## src/design/wnm_pkg.sv

```systemverilog
// ----------------------------------------------------------------------------
// wnm_pkg - shared definitions of the wildcard name matcher
// Character codes, register indexes, widths and the types that pass
// between the matcher cells and the top level.
// ----------------------------------------------------------------------------
package wnm_pkg;

    // Pattern and name character widths
    localparam int CHAR_W        = 8;
    localparam int LEN_W         = 6;
    localparam int WORD_W        = 64;
    localparam int CHARS_PER_WORD = WORD_W / CHAR_W;
    localparam int CFG_IDX_W     = 3;
    localparam int MAX_CHARS     = 32;

    // Default number of pattern positions
    localparam int PATTERN_CHARS_DEF = 32;

    // Special pattern bytes
    localparam logic [CHAR_W-1:0] STAR_CHAR = 8'h2A;
    localparam logic [CHAR_W-1:0] ANY_CHAR  = 8'h3F;
    localparam logic [CHAR_W-1:0] END_CHAR  = 8'h00;

    // Configuration register indexes
    typedef enum logic [CFG_IDX_W-1:0] {
        CFG_WORD_0 = 3'd0,
        CFG_WORD_1 = 3'd1,
        CFG_WORD_2 = 3'd2,
        CFG_WORD_3 = 3'd3,
        CFG_LENGTH = 3'd4
    } cfg_idx_t;

    // Signals handed from one cell to the next
    typedef struct packed {
        logic in_use;   // this position lies inside the pattern in effect
        logic advance;  // position reached by consuming the current byte
        logic closure;  // star closure carried from the left
        logic start;    // start set (bit 0 plus leading stars)
    } link_t;

    // Per-beat control broadcast to every cell
    typedef struct packed {
        logic              fresh;    // active set is the start set
        logic              step;     // commit the new active set
        logic [CHAR_W-1:0] name_chr; // name byte of the current beat
    } step_t;

endpackage

```

## src/design/wildcard_name_matcher.sv

```systemverilog
// ----------------------------------------------------------------------------
// wildcard_name_matcher - streaming glob matcher for file names
// Matches a stream of name bytes against a configured glob pattern.
// ----------------------------------------------------------------------------
// Usage:
//   Write the pattern through the cfg port: indexes 0..3 carry pattern bytes
//   0..31 (byte i in bits 8*(i%8) of word i/8), index 4 the pattern length.
//   '*' matches any run of bytes, '?' one byte, anything else itself. A
//   write to one of these indexes restarts the name in progress.
//   Name bytes arrive one per s_ beat, s_tlast marking the final byte. On
//   that beat one result is produced on the m_ side: m_tdata[0] = 1 when
//   the whole name matched. Other beats produce nothing.
//   Throughput is one byte per cycle while s_tready is high: the row of
//   position cells updates the active set, the star closure rippling along the row.
//   The result of the final beat is registered before it shows on m_tvalid.
//   A result register and a skid entry sit on the output: input beats keep
//   being taken while one result waits, s_tready drops only while two
//   results wait on a stalled receiver.
//   Reset clears the pattern to empty (nothing matches) and the outputs.
// ----------------------------------------------------------------------------
module wildcard_name_matcher #(
    parameter int PATTERN_CHARS = wnm_pkg::PATTERN_CHARS_DEF
) (
    input  logic                            clk,
    input  logic                            rst_n,
    // configuration write port
    input  logic                            cfg_we,
    input  logic [wnm_pkg::CFG_IDX_W-1:0]   cfg_index,
    input  logic [wnm_pkg::WORD_W-1:0]      cfg_data,
    // name byte stream
    input  logic                            s_tvalid,
    output logic                            s_tready,
    input  logic [7:0]                      s_tdata,   // [7:0] name_byte
    input  logic                            s_tlast,   // last_byte
    // result stream
    output logic                            m_tvalid,
    input  logic                            m_tready,
    output logic [7:0]                      m_tdata    // [0] matched, [7:1] zero
);
    import wnm_pkg::*;

    logic [LEN_W-1:0] pat_len_reg;
    logic             fresh_reg;

    logic             restart;
    logic             accept;
    logic             space;
    logic             matched;
    logic             out_bit;
    logic             final_pos;
    logic [CHARS_PER_WORD*0+3:0] word_hit;
    step_t            ctrl;
    link_t            links [PATTERN_CHARS+1];
    logic [PATTERN_CHARS-1:0] match_vec;

    // Decode the register index of a write
    always_comb
    begin
        word_hit = '0;
        restart  = 1'b0;
        unique case (cfg_index)
            CFG_WORD_0: begin word_hit[0] = cfg_we; restart = cfg_we; end
            CFG_WORD_1: begin word_hit[1] = cfg_we; restart = cfg_we; end
            CFG_WORD_2: begin word_hit[2] = cfg_we; restart = cfg_we; end
            CFG_WORD_3: begin word_hit[3] = cfg_we; restart = cfg_we; end
            CFG_LENGTH: restart = cfg_we;
            default:    restart = 1'b0;
        endcase
    end

    // Hold the pattern length
    always_ff @(posedge clk or negedge rst_n)
    begin
        if (!rst_n)
        begin
            pat_len_reg <= '0;
        end
        else if (cfg_we && cfg_index == CFG_LENGTH)
        begin
            pat_len_reg <= cfg_data[LEN_W-1:0];
        end
    end

    assign accept = s_tvalid && s_tready;

    // Restart after a write or a final beat
    always_ff @(posedge clk or negedge rst_n)
    begin
        if (!rst_n)
        begin
            fresh_reg <= 1'b1;
        end
        else if (restart || (accept && s_tlast))
        begin
            fresh_reg <= 1'b1;
        end
        else if (accept)
        begin
            fresh_reg <= 1'b0;
        end
    end

    assign ctrl.fresh    = fresh_reg;
    assign ctrl.step     = accept && !s_tlast;
    assign ctrl.name_chr = s_tdata;

    // Seed the row: position 0 is always in the start set
    assign links[0].in_use  = 1'b1;
    assign links[0].advance = 1'b0;
    assign links[0].closure = 1'b0;
    assign links[0].start   = 1'b1;

    // Row of position cells
    for (genvar p = 0; p < PATTERN_CHARS; p++)
    begin : g_cell
        localparam int WORD_SEL = p / CHARS_PER_WORD;
        localparam int BYTE_SEL = p % CHARS_PER_WORD;

        wnm_cell #(
            .CELL_INDEX (p)
        ) u_cell (
            .clk        (clk),
            .rst_n      (rst_n),
            .pat_we     (word_hit[WORD_SEL]),
            .pat_wdata  (cfg_data[BYTE_SEL*CHAR_W +: CHAR_W]),
            .pat_len    (pat_len_reg),
            .ctrl       (ctrl),
            .link_in    (links[p]),
            .link_out   (links[p+1]),
            .match_here (match_vec[p])
        );
    end

    // Position just past the last cell, reached by a full-length pattern
    assign final_pos = links[PATTERN_CHARS].in_use
                       && (links[PATTERN_CHARS].advance || links[PATTERN_CHARS].closure);
    assign matched   = (|match_vec) || final_pos;

    wnm_out_stage u_out (
        .clk       (clk),
        .rst_n     (rst_n),
        .push      (accept && s_tlast),
        .push_data (matched),
        .space     (space),
        .out_valid (m_tvalid),
        .out_ready (m_tready),
        .out_data  (out_bit)
    );

    assign s_tready = space;
    assign m_tdata  = {7'd0, out_bit};

endmodule

```

## src/design/wnm_cell.sv

```systemverilog
// ----------------------------------------------------------------------------
// wnm_cell - one pattern position of the matcher chain
// Holds one pattern byte and the active bit of its position, and passes
// advance, star closure and start set information to its right neighbour.
// ----------------------------------------------------------------------------
module wnm_cell #(
    parameter int CELL_INDEX = 0
) (
    input  logic                          clk,
    input  logic                          rst_n,
    input  logic                          pat_we,
    input  logic [wnm_pkg::CHAR_W-1:0]    pat_wdata,
    input  logic [wnm_pkg::LEN_W-1:0]     pat_len,
    input  wnm_pkg::step_t                ctrl,
    input  wnm_pkg::link_t                link_in,
    output wnm_pkg::link_t                link_out,
    output logic                          match_here
);
    import wnm_pkg::*;

    logic [CHAR_W-1:0] pat_chr_reg;
    logic              active_reg;
    logic              active_next;

    logic in_use;
    logic is_star;
    logic is_any;
    logic active;
    logic stay;
    logic adv;

    // Hold the pattern byte of this position
    always_ff @(posedge clk or negedge rst_n)
    begin
        if (!rst_n)
        begin
            pat_chr_reg <= END_CHAR;
        end
        else if (pat_we)
        begin
            pat_chr_reg <= pat_wdata;
        end
    end

    // Position is in use when inside the length and no end byte at or before it
    assign in_use  = link_in.in_use && (LEN_W'(CELL_INDEX) < pat_len)
                     && (pat_chr_reg != END_CHAR);
    assign is_star = (pat_chr_reg == STAR_CHAR);
    assign is_any  = (pat_chr_reg == ANY_CHAR);

    // Use the start set right after a restart
    assign active = ctrl.fresh ? link_in.start : active_reg;

    // A star keeps its position, any other byte moves one on when it fits
    assign stay = in_use && active && is_star;
    assign adv  = in_use && active && !is_star && (is_any || pat_chr_reg == ctrl.name_chr);

    assign active_next = stay || link_in.advance || link_in.closure;

    assign link_out.in_use  = in_use;
    assign link_out.advance = adv;
    assign link_out.closure = active_next && in_use && is_star;
    assign link_out.start   = link_in.start && in_use && is_star;

    // First position past the pattern reports the match
    assign match_here = active_next && link_in.in_use && !in_use;

    // Advance the active bit on every non-final beat
    always_ff @(posedge clk or negedge rst_n)
    begin
        if (!rst_n)
        begin
            active_reg <= 1'b0;
        end
        else if (ctrl.step)
        begin
            active_reg <= active_next;
        end
    end

endmodule

```

## src/design/wnm_out_stage.sv

```systemverilog
// ----------------------------------------------------------------------------
// wnm_out_stage - result register with skid entry
// Two-entry output buffer so that the input side keeps flowing while one
// result waits for the receiver.
// ----------------------------------------------------------------------------
module wnm_out_stage (
    input  logic clk,
    input  logic rst_n,
    input  logic push,
    input  logic push_data,
    output logic space,
    output logic out_valid,
    input  logic out_ready,
    output logic out_data
);
    import wnm_pkg::*;

    logic out_valid_reg;
    logic out_data_reg;
    logic skid_valid_reg;
    logic skid_data_reg;
    logic pop;

    assign pop   = out_valid_reg && out_ready;
    assign space = !skid_valid_reg;

    // Hold results, refill the output from the skid entry when taken
    always_ff @(posedge clk or negedge rst_n)
    begin
        if (!rst_n)
        begin
            out_valid_reg  <= 1'b0;
            skid_valid_reg <= 1'b0;
            out_data_reg   <= 1'b0;
            skid_data_reg  <= 1'b0;
        end
        else if (skid_valid_reg)
        begin
            if (pop)
            begin
                out_data_reg   <= skid_data_reg;
                skid_valid_reg <= 1'b0;
            end
        end
        else if (push)
        begin
            if (out_valid_reg && !pop)
            begin
                skid_data_reg  <= push_data;
                skid_valid_reg <= 1'b1;
            end
            else
            begin
                out_data_reg  <= push_data;
                out_valid_reg <= 1'b1;
            end
        end
        else if (pop)
        begin
            out_valid_reg <= 1'b0;
        end
    end

    assign out_valid = out_valid_reg;
    assign out_data  = out_data_reg;

endmodule

```

## config.mk

```make
export PLATFORM = sky130hd
export DESIGN_NAME = wildcard_name_matcher
export DESIGN_NICKNAME = d
export VERILOG_FILES = /design/src/design/wnm_pkg.sv /design/src/design/wildcard_name_matcher.sv /design/src/design/wnm_cell.sv /design/src/design/wnm_out_stage.sv
export SDC_FILE = /design/constraint.sdc
export NUM_CORES = 1
export LEC_CHECK = 0
export ABC_AREA = 1
export BUFFER_PORTS_ARGS = -buffer_cell sky130_fd_sc_hd__clkbuf_2
export CELL_PAD_IN_SITES_DETAIL_PLACEMENT = 2
export CELL_PAD_IN_SITES_GLOBAL_PLACEMENT = 2
export CORE_UTILIZATION = 37
export CTS_BUF_LIST = sky130_fd_sc_hd__clkbuf_8
export DETAILED_ROUTE_END_ITERATION = 10
export PLACE_DENSITY = 0.82
export SYNTH_ARGS = -nofsm -noshare
export SYNTH_HDL_FRONTEND = slang
export SYNTH_SLANG_ARGS = --single-unit
```

## constraint.sdc

```tcl
create_clock -name clk -period 7.1 [get_ports clk]
set_input_delay 0.71 -clock clk [delete_from_list [all_inputs] [get_ports clk]]
set_output_delay 0.71 -clock clk [all_outputs]
set_load 0.02 [all_outputs]
```

# Word level (Yosys, flattened, before mapping)
# Cells that the tools add are included.
# W data, S select, Z words.
[totals] out_inout_bits=10 in_bits=81 wordCells=847 reg_bits=299
[classes] n_reduce_logical=591 n_eq_ne=103 bitwise=1 muxes=50 magnitude_cmp=32
[op_table] operator="$eq A8 B6 Y1 const B" n=64
[op_table] operator="$logic_and A1 B1 Y1" n=386
[op_table] operator="$eq A8 B8 Y1" n=32
[op_table] operator="$reduce_bool A8 Y1" n=32
[op_table] operator="$logic_or A1 B1 Y1" n=97
[op_table] operator="$lt A5 B6 Y1 const A" n=16
[op_table] operator="$logic_not A1 Y1" n=67
[op_table] operator="$mux W1" n=50
[op_table] operator="$lt A4 B6 Y1 const A" n=8
[op_table] operator="$reduce_or A32 Y1" n=1
[op_table] operator="$lt A3 B6 Y1 const A" n=4
[op_table] operator="$lt A1 B6 Y1 const A" n=2
[op_table] operator="$lt A2 B6 Y1 const A" n=2
[op_table] operator="$reduce_and A3 Y1" n=3
[op_table] operator="$eq A3 B2 Y1 const B" n=2
[op_table] operator="$reduce_bool A2 Y1" n=3
[op_table] operator="$reduce_or A5 Y1" n=1
[op_table] operator="$ne A2 B2 Y1 const B" n=2
[op_table] operator="$eq A3 B1 Y1 const B" n=1
[op_table] operator="$eq A3 B3 Y1 const B" n=1
[op_table] operator="$logic_not A3 Y1" n=1
[op_table] operator="$ne A2 B1 Y1 const B" n=1
[op_table] operator="$not A1 Y1" n=1

# Depth between registers and ports, before layout
# Gate-level depths: netlist of the first run.
[logic_depth] ltp_word=106 mapped_depth=73 depth_no_buf=72

# Modules after synthesis
# From an unflattened synthesis of the first run, not the netlist that was laid out.
[hier_totals] hier_cells=2985 area_unflattened_um2=21600.7
[modules_own_cells] module="wnm_cell at g_cell[28].u_cell ..." area_per_inst_um2=644.4 cells_per_inst=91 n_inst=3
[modules_own_cells] module="wnm_cell at g_cell[16].u_cell ..." area_per_inst_um2=641.9 cells_per_inst=94 n_inst=3
[modules_own_cells] module="wnm_cell at g_cell[22].u_cell ..." area_per_inst_um2=671.9 cells_per_inst=96 n_inst=2
[modules_own_cells] module="wnm_cell at g_cell[12].u_cell" area_per_inst_um2=688.2 cells_per_inst=90 n_inst=1
[modules_own_cells] module="wnm_cell at g_cell[21].u_cell" area_per_inst_um2=684.4 cells_per_inst=88 n_inst=1
[modules_own_cells] module="wnm_cell at g_cell[4].u_cell" area_per_inst_um2=676.9 cells_per_inst=94 n_inst=1
[modules_own_cells] module="wnm_cell at g_cell[20].u_cell" area_per_inst_um2=675.6 cells_per_inst=94 n_inst=1
[modules_own_cells] module="wnm_cell at g_cell[0].u_cell" area_per_inst_um2=669.4 cells_per_inst=86 n_inst=1
[modules_own_cells] module="wnm_cell at g_cell[15].u_cell" area_per_inst_um2=665.6 cells_per_inst=85 n_inst=1
[modules_own_cells] module="wnm_cell at g_cell[1].u_cell" area_per_inst_um2=661.9 cells_per_inst=83 n_inst=1
[modules_own_cells] module="wnm_cell at g_cell[29].u_cell" area_per_inst_um2=660.6 cells_per_inst=93 n_inst=1
[modules_own_cells] module="wnm_cell at g_cell[14].u_cell" area_per_inst_um2=659.4 cells_per_inst=88 n_inst=1
[modules_own_cells] module="wnm_cell at g_cell[23].u_cell" area_per_inst_um2=658.1 cells_per_inst=84 n_inst=1
[modules_own_cells] module="wnm_cell at g_cell[19].u_cell" area_per_inst_um2=651.9 cells_per_inst=94 n_inst=1
[modules_own_cells] module="15 more rows"

# Worst setup path after synthesis of the first run
# Ideal clock, no wire load.
[synth_timing] path_kind="input port to flip-flop" from="input port s_tdata[6]" to="register u_out.out_data_reg (netlist: u_out.out_data)" cell_stages=62 n_path_buf=2 setup_ns=0.065 arrival_time_ns=5.436 required_ns=7.035 slack_ns=1.600 cell_sequence="clkbuf_1 > clkbuf_1 > xnor2_1 > nand3_1 > o41ai_1 > nand4_1 > a21boi_0 > nand2_1 > nand2_1 > nand2_1 > nand2_1 > nand2_1 > nand2_1 > nand2_1 > nand2_1 > nand2_1 > nand2_1 > nand2_1 > [... 26 more ...] > nand2_2 > nand2_2 > nand2_1 > nand2_1 > nand2_1 > nand2_2 > nand2_2 > nand2_2 > nand2_2 > nand2_2 > nand2_2 > nand2_2 > nand2_2 > nand2_1 > nand2_1 > nand3_1 > nand2_1 > nand2_1"
[synth_between] elab_chain_len=103
[synth_lines] element="start: declaration" line="wildcard_name_matcher.sv:33" text="input logic [7:0] s_tdata,"
[synth_lines] element="branches (longest 99 deep; another with $eq A8 B8 Y1)"
[synth_lines] element="$logic_or A1 B1 Y1 (*)" line="wildcard_name_matcher.sv:137" text="assign matched = (|match_vec) || final_pos;"
[synth_lines] element="$mux W1 (*)" line="wnm_out_stage.sv:47" text="if (out_valid_reg && !pop)"
[synth_lines] element="$mux W1 (*)" line="wnm_out_stage.sv:45" text="else if (push)"
[synth_lines] element="$mux W1 (*)" line="wnm_out_stage.sv:37" text="else if (skid_valid_reg)"
[synth_lines] element="end signal: assignment" line="wnm_out_stage.sv:41" text="out_data_reg <= skid_data_reg;"
[synth_lines] element="end signal: assignment" line="wnm_out_stage.sv:54" text="out_data_reg <= push_data;"
[synth_lines] element="end: declaration" line="wnm_out_stage.sv:19" text="logic out_data_reg;"
# Mark *: on every way between the ends. The select of a mux whose other input is x is not followed.
# A chain may end at the register's enable or synchronous reset.

# Worst setup path after layout of the first run
[layout_timing] from="register pat_len_reg[5]" to="register u_out.out_data_reg (netlist: u_out.out_data)"
[layout_between] elab_chain_len=106
[layout_lines] element="start: declaration" line="wildcard_name_matcher.sv:42" text="logic [LEN_W-1:0] pat_len_reg;"
[layout_lines] element="start signal: assignment" line="wildcard_name_matcher.sv:80" text="pat_len_reg <= cfg_data[LEN_W-1:0];"
[layout_lines] element="branches (longest 102 deep; another with $lt A1 B6 Y1)"
[layout_lines] element="$logic_or A1 B1 Y1 (*)" line="wildcard_name_matcher.sv:137"
[layout_lines] element="$mux W1 (*)" line="wnm_out_stage.sv:47"
[layout_lines] element="$mux W1 (*)" line="wnm_out_stage.sv:45"
[layout_lines] element="$mux W1 (*)" line="wnm_out_stage.sv:37"
# Marked as above.

==> results.cfg, run 1 <==
[status]
status = completed

[yosys]
syn_inst = 2634
synth_top_family_by_area = simple AND/OR/NAND/NOR gates
yosys.area_share.simple_pct = 32.2
synth_area_um2 = 18900
synth_top_area_share_pct = 39.5
yosysMostFrequentCell = nand2_1
synth_common_cells = nand2_1 (682), inv_1 (306), o21ai_0 (302)
synth_ff_type = dfrtp_1
postSynthAreaPerCell_um2 = 7.16
synthMuxAreaShare_pct = 0
ys_seq_area_share_pct = 39.7
yosysTopAreaCell = dfrtp_1
synth-adder-area-share_pct = 0
ys_ff_latch = 299
yosys_warnings = 0
synth_compound_area_share_pct = 11.9
synth_edf_count = 0
synth_area_leaders = dfrtp_1 (40%), nand2_1 (14%), o21ai_0 (8.0%), xnor2_1 (6.2%), inv_1 (6.1%)
synthArstFlopShare_pct = 100
ys_types = 63
synth_xor_area_share_pct = 7.19

[cts]
cts_buffers = 58
cts_tree = built
clock-sinks = 299
root_buffer = clkbuf_8
clk_pin_slew_ps = 70
clock_latency_ps = 690
cts_hold_buf = 0
htree_levels = 2
cts_buffer_depth = 3

[placed_design]
dp_slack_ps = -266
dpl.hpwl_um = 62400
gp_congestion = 0.957
io_buffers = 83

[global_routing]
grt_util_all_layers_pct = 32.6
gr-total-overflow = 0
grt_max_degree = 137
antenna_found_initial = 2
grt_pass1_wl_um = 130000
grt_pass1_vias = 21500

[sta]
period_minus_slack_ps = 6820
relSlewSlack_pct = 17.8
finalHoldViolCount = 0
setup_violations = 0
worst_pin_slew_ps = 1230
finalWorstSetupSlack_ps = 282
clock.fmax_mhz = 147
final.period_utilization_pct = 96.0
slew_viol_final = 0
fin_skew_ps = 40.6

[pwr]
total_power_uw = 6020
power_density_nw_per_um2 = 275
p_leak_uw = 0.0103
peakVddDrop_mv = 0.158

[critical_path]
required_ps = 7700
worst_path_max_delay_cell = dfrtp_2
path_class = reg2reg
cp.arrival_ps = 7420
cp_slowest_stage_delay_ps = 430
setup.worst_path.end_class = flip-flop
cp_top_family = simple AND/OR/NAND/NOR gates
worstPathMaxFanout = 7
cpMostUsedCell = nand2_2
cp_num_buf_inv = 10
startpoint_type = flip-flop

[floorplanning]
dieHeight_um = 228
start_util_pct = 37.5
placementRows = 82
io_pins = 91
core_um2 = 50300
die-area_um2 = 51900
die_w_um = 228

[detailed_routing]
dr_total_vias = 19900
via_per_inst = 5.72
ant_nets = 0
wl_um = 88400
drc = 0
drt_iter0_drc = 1234
wire_per_inst_um = 25.5
first_pass_iters = 7

[cells_and_area]
multiInputGateArea_um2 = 9980
final-seq-area_um2 = 7510
largest_reg_flops = 256
drive_gt1_share_pct = 16.2
layout.nets = 2840
syn_to_final_growth_pct = 16.2
fillers = 5936

[run]
drv_cap = 0

[worst_hold_path]
hp-class = in2async
## kinds of logic (layout without fill, tap and decap cells)
logic type / count (synthesis) / after routing
AO/OA/AOI/OAI: 402 / 402
XOR/XNOR: 155 / 155
buffers and inverters: 440 / 601
flip-flops: 299 / 299
other: 1 / 8
AND/OR/NAND/NOR: 1337 / 1337
## path summary, 6_finish.rpt
check / from / to / depth (start not counted) / slack, ps
max in group asynchronous: rst_n / g_cell[6].u_cell.pat_chr_reg[3] / 2 / 5520
worst min-delay path: rst_n / g_cell[12].u_cell.pat_chr_reg[7] / 1 / 110
worst min register to register: g_cell[15].u_cell.active_reg / g_cell[15].u_cell.active_reg / 2 / 490
min in group clk: m_tready / u_out.skid_valid_reg / 4 / 330
worst max-delay path: pat_len_reg[5] / u_out.out_data / 63 / 280
worst max register to register: pat_len_reg[5] / u_out.out_data / 63 / 280
## layout by cell type (no fill, tap or decap), types with 3 or more instances in the layout
| cell | instances |
|---|---|
| o211ai_1 | 3 |
| conb_1 | 7 |
| dfrtp_1 | 280 |
| o22ai_1 | 4 |
| o21ai_1 | 9 |
| or2_2 | 53 |
| clkinv_2 | 16 |
| nand3_1 | 119 |
| nand4_1 | 115 |
| buf_4 | 86 |
| nand2_1 | 673 |
| o32ai_1 | 5 |
| inv_1 | 317 |
| xor2_1 | 21 |
| nor2_2 | 19 |
| inv_2 | 9 |
| buf_12 | 5 |
| xnor2_1 | 134 |
| a41oi_1 | 3 |
| nand3_4 | 4 |
| a32o_1 | 7 |
| a31oi_1 | 6 |
| nor3_1 | 36 |
| nand3b_1 | 8 |
| nor2_4 | 20 |
| a21oi_1 | 20 |
| dfrtp_2 | 18 |
| nor3_2 | 7 |
| nor2_1 | 190 |
| o41ai_1 | 12 |
| o2111ai_1 | 6 |
| clkbuf_2 | 82 |
| nand2_2 | 28 |
| nor4_1 | 43 |
| nand2_4 | 5 |
| clkbuf_8 | 77 |
| o21ai_0 | 301 |
| a32oi_1 | 3 |
## timing repair
action	CTS	global route
pin swaps	2	20
endpoints found under the hold margin	0	0
resized for setup	6	77
endpoints found under the setup margin	2	8
buffers inserted	3	37
## through the flow
stage	utilization, %	area, µm²	instances	hold slack, ps	TNS, ps
6_report	43.6	21900	3474	106	0
3_3_place_gp	40.1	20200	3331	459	0
2_1_floorplan	-	18900	2640	414	0
4_1_cts	42.6	21400	3436	118	0
3_5_place_dp	40.1	20200	3331	471	-506
5_1_grt	43.6	21900	3474	164	-657
## final cells by class
class / instances / area share [%]
Clock inverter: 25 / 0.525
Timing Repair Buffer: 175 / 5.39
Clock buffer: 77 / 4.84
Sequential cell: 299 / 34.3
Antenna cell: 1 / 0.0114
Tap cell: 672 / 3.84
Inverter: 324 / 5.62
Multi-Input combinational cell: 1901 / 45.5
## per-layer routing
layer	share of wire (%)	up-vias	GRT usage [%]	wire length, µm
li1	-	8835	-	-
met1	42	10200	41.4	37100
met5	0	-	0	0
met3	4.9	250	4.25	4320
met2	48	601	55.1	42100
met4	5.5	0	14.5	4870
## report_power, final
part / internal (µW) / total [µW] / leakage (µW) / switching (µW)
sequential: 2040 / 2520 / 0.00375 / 482
clock: 961 / 1820 / 0.000661 / 857
combinational: 592 / 1680 / 0.00586 / 1090
total: 3590 / 6020 / 0.0103 / 2430
Power figures use the tool's default switching activity.
==> inputs of run 2 (changes only) <==
--- a/config.mk
+++ b/config.mk
@@ -14,2 +14,3 @@
 export DETAILED_ROUTE_END_ITERATION = 10
+export GPL_ROUTABILITY_DRIVEN = 0
 export PLACE_DENSITY = 0.82
--- a/constraint.sdc
+++ b/constraint.sdc
@@ -3,2 +3,2 @@
 set_output_delay 0.71 -clock clk [all_outputs]
-set_load 0.02 [all_outputs]
+set_load 0.005 [all_outputs]
==> results.cfg, run 2 (synthesis results as in run 1) <==
[status]
status = completed

[placed_design]
io_buffers = 83
dp_slack_ps = -168
placed_cells = 3336
dpl.hpwl_um = 63300

[cells_and_area]
fin_cells = 3496
drive_gt1_share_pct = 16.7
layout_common_cells = nand2_1 (674), inv_1 (312), o21ai_0 (302)
final_common_cell = nand2_1
fillers = 5864
layout.nets = 2855
largest_reg_flops = 256
multiInputGateArea_um2 = 9960
final-seq-area_um2 = 7510
syn_to_final_growth_pct = 17.2

[sta]
slew_viol_final = 0
finalWorstSetupSlack_ps = 219
setup_violations = 0
worst_pin_slew_ps = 1330
tns_ps = 0
period_minus_slack_ps = 6880
clock.fmax_mhz = 145
fin_skew_ps = 57.1
relSlewSlack_pct = 10.4
final.period_utilization_pct = 96.9
finalHoldViolCount = 0

[floorplanning]
start_util_pct = 37.5
placementRows = 82
die_w_um = 228
die-area_um2 = 51900
dieHeight_um = 228
core_um2 = 50300
io_pins = 91

[cts]
clk_pin_slew_ps = 70
clock_latency_ps = 710
clock-sinks = 299
cts_buffer_depth = 3
cts_buffers = 58
htree_levels = 2
cts_tree = built
cts_hold_buf = 0
root_buffer = clkbuf_8

[detailed_routing]
drt_iter0_drc = 1290
wire_per_inst_um = 26.1
drc = 0
wl_um = 91100
dr_total_vias = 20100
via_per_inst = 5.75
first_pass_iters = 7
ant_nets = 0

[global_routing]
grt_pass1_wl_um = 132000
gr-total-overflow = 0
grt_pass1_vias = 21600
antenna_found_initial = 1
grt_util_all_layers_pct = 33.1
grt_max_degree = 129

[critical_path]
setup.worst_path.end_class = flip-flop
worst_path_max_delay_cell = dfrtp_2
startpoint_type = flip-flop
path_class = reg2reg
cp.arrival_ps = 7480
cpMostUsedCell = nand2_4
worstPathMaxFanout = 6
required_ps = 7700
cp_slowest_stage_delay_ps = 460

[pwr]
power_density_nw_per_um2 = 283
peakVddDrop_mv = 0.160
p_leak_uw = 0.0104
total_power_uw = 6260

[worst_hold_path]
hp-class = in2async

[run]
drv_cap = 0
-- run 2: cell count changes in the layout (fill, tap and decap cells not counted), sizes merged --
cell / before / now
buf: 93 / 108
clkinv: 19 / 27
inv: 328 / 325
bufinv: 0 / 5
clkbuf: 159 / 156
-- run 2: cell type report --
type | instances | area share (%)
Inverter | 324 | 5.58
Tap cell | 672 | 3.80
Sequential cell | 299 | 33.9
Clock buffer | 74 | 4.60
Clock inverter | 35 | 1.34
Multi-Input combinational cell | 1901 | 45.0
Timing Repair Buffer | 190 | 5.72
Antenna cell | 1 | 0.0113
-- run 2: routing by layer --
metal,vias to the layer above,track usage (%),wire length (µm)
li1,8868,-,-
met1,10400,41.9,38200
met2,620,56.7,44000
met3,223,4.29,4470
met4,0,14.0,4420
met5,-,0,0
-- run 2: through the flow --
step                utilization [%]  hold slack, ps  instance area (µm²)
global route                   44.0             157                22100
CTS                            42.8             115                21500
detailed placement             40.2             469                20200
global placement               40.2             458                20200
floorplan                         -             414                18900
finish                         44.0            86.0                22100
-- run 2: worst paths after layout --
path	end	cells past startpoint	slack [ps]	start
worst max-delay path	u_out.out_data	51	220	pat_len_reg[3]
worst min-delay path	g_cell[15].u_cell.pat_chr_reg[6]	1	90	rst_n
worst max register to register	u_out.out_data	51	220	pat_len_reg[3]
worst min register to register	g_cell[4].u_cell.active_reg	2	490	g_cell[4].u_cell.active_reg
max in group asynchronous	g_cell[22].u_cell.pat_chr_reg[3]	2	5400	rst_n
min in group clk	u_out.skid_valid_reg	4	340	m_tready
-- run 2: critical path: cells and delay by family (launching register included) --
kind / cells / cell delay (ps)
and+or+nand+nor: 40 / 5360
AOI/OAI and AO/OA: 5 / 350
DFF: 1 / 460
buffers and inverters: 6 / 580
-- run 2: where the power goes --
group / switching [µW] / internal, µW
Combinational: 1100 / 603
Sequential: 496 / 2040
Clock: 900 / 1120
Total: 2500 / 3770
-- run 2: what timing repair did --
action,in CTS,in global routing
setup buffers,1,49
setup endpoints to repair,2,6
gates cloned,0,0
resized for setup,4,68
pin swaps,1,23
==> inputs of run 3 (changes only) <==
- CORE_UTILIZATION: 37 -> 34
- HOLD_SLACK_MARGIN: default -> 0.02
- PLACE_DENSITY: 0.82 -> 0.8
- SLEW_MARGIN: default -> 15
- clock period: 7.1 -> 5.9 ns (I/O delays scaled with it)
==> results.cfg, run 3 (synthesis results as in run 1) <==
[status]
status = complete, but fails checks
violations = max-capacitance violations, negative setup slack

[critical_path]
startpoint_type = flip-flop
cp_num_buf_inv = 12
path_depth = 56
ff2ff_setup_slack_ps = -1100
worstPathMaxFanout = 4
cp_slowest_stage_delay_ps = 500
r2r_cells = 56
required_ps = 6530
r2r-start = pat_len_reg[5]
setup.worst_path.end_class = flip-flop
cp_top_family = simple AND/OR/NAND/NOR gates
worst_path_max_delay_cell = dfrtp_1
rr_endpoint = u_out.out_data
path_class = reg2reg
cp.arrival_ps = 7630
cpMostUsedCell = nand2_4

[floorplanning]
die-area_um2 = 56400
start_util_pct = 34.7
core_um2 = 54300
placementRows = 85
die_w_um = 238
io_pins = 91
dieHeight_um = 238

[global_routing]
grt_pass1_wl_um = 155000
antenna_found_initial = 2
grt_pass1_vias = 24400
gr-total-overflow = 0
grt_max_degree = 129
grt_util_all_layers_pct = 36.4

[placed_design]
io_buffers = 83
dp_slack_ps = -363
dpl.hpwl_um = 64800
dpl-instance-area_um2 = 21200

[cells_and_area]
layout_common_cells = nand2_1 (608), inv_1 (310), dfrtp_1 (298)
utilization_pct = 45.1
syn_to_final_growth_pct = 30.0
fillers = 6111
final-seq-area_um2 = 7480
post-route-cell-area_um2 = 24500
multiInputGateArea_um2 = 10700
drive_gt1_share_pct = 26.2
layout.nets = 3054
largest_reg_flops = 256
final_common_cell = nand2_1

[sta]
relSlewSlack_pct = 0.978
final.period_utilization_pct = 119
worst_pin_slew_ps = 1470
rsz0062_at_grt = true
fin_skew_ps = 79.8
finalWorstSetupSlack_ps = -1100
finalHoldViolCount = 0
clock.fmax_mhz = 143
setup_violations = 11
slew_viol_final = 0
period_minus_slack_ps = 7000
hold_ws_ps = 224

[pwr]
combPwrFrac_pct = 32.9
power_frac_seq_pct = 37.6
switching_share_pct = 43.7
power_density_nw_per_um2 = 332
p_leak_uw = 0.0118
total_power_uw = 8130
peakVddDrop_mv = 0.170
internal-power_uw = 4580
p_switching_uw = 3550
p_clk_share_pct = 29.5

[detailed_routing]
drc = 0
ant_nets = 0
dr_total_vias = 22900
drt_iter0_drc = 1801
via_per_inst = 6.10
first_pass_iters = 7
wl_um = 120000
wire_per_inst_um = 32.0

[worst_hold_path]
hp-class = in2reg
worstHoldPathCells = 3
hold_end = g_cell[19].u_cell.pat_chr_reg[1]
min_from = cfg_data[25]

[cts]
clock-sinks = 299
htree_levels = 2
clk_pin_slew_ps = 90
root_buffer = clkbuf_8
cts_buffer_depth = 3
cts_tree = built
cts_buffers = 57
clock_latency_ps = 750

[run]
drv_cap = 1
## run 3: worst max-delay path by stage
stage	slack, ps	startpoint	to
5_1_grt	-1260	pat_len_reg[5]	u_out.out_data
6_report	-1100	pat_len_reg[5]	u_out.out_data
4_1_cts	-80	pat_len_reg[5]	u_out.out_data
3_3_place_gp	-30	s_tdata[7]	u_out.skid_data_reg
3_5_place_dp	-360	s_tdata[0]	u_out.out_data
2_1_floorplan	520	s_tdata[6]	u_out.out_data
## run 3: area by class of cell
class / count / area share, %
diodes: 1 / 0.0102
clock buffers: 76 / 4.26
clock inverters: 29 / 0.699
inverters: 324 / 5.08
multi-input cells: 1901 / 43.8
flip-flops and latches: 299 / 30.5
well taps: 739 / 3.77
repair buffers: 390 / 11.9
## run 3: metrics by stage
stage | instances | TNS, ps
6_report | 3759 | -8350
5_1_grt | 3759 | -9700
4_1_cts | 3702 | -158
3_5_place_dp | 3517 | -1180
3_3_place_gp | 3517 | -59.3
2_1_floorplan | 2640 | 0
## run 3: timing repair
action / in CTS / in global routing
hold buffers: 1 / 0
setup buffers: 80 / 59
endpoints found under the setup margin: 5 / 12
endpoints found under the hold margin: 60 / 0
pin swaps: 75 / 114
resized for setup: 99 / 197
## run 3: tightest hold or removal path, cell delays in order
cell,delay (ps)
clkbuf_2,80
inv_1,130
o21ai_0,110
## run 3: power by group through the flow
| stage | Combinational [µW] | Sequential [µW] | Clock (µW) |
|---|---|---|---|
| global route | 2800 | 3090 | 2460 |
| CTS | 2180 | 2960 | 2300 |
| floorplan | 1240 | 2810 | 0 |
| finish | 2670 | 3060 | 2400 |
| global placement | 1870 | 2930 | 0 |
| detailed placement | 2010 | 2980 | 0 |
## run 3: per-layer routing
layer / vias to the layer above / track usage, % / wire [µm]
met5: - / 0 / 15
met4: 2 / 24.4 / 11800
met2: 1368 / 62.8 / 56200
met1: 11600 / 40.5 / 43500
li1: 9253 / - / -
met3: 649 / 7.20 / 8820
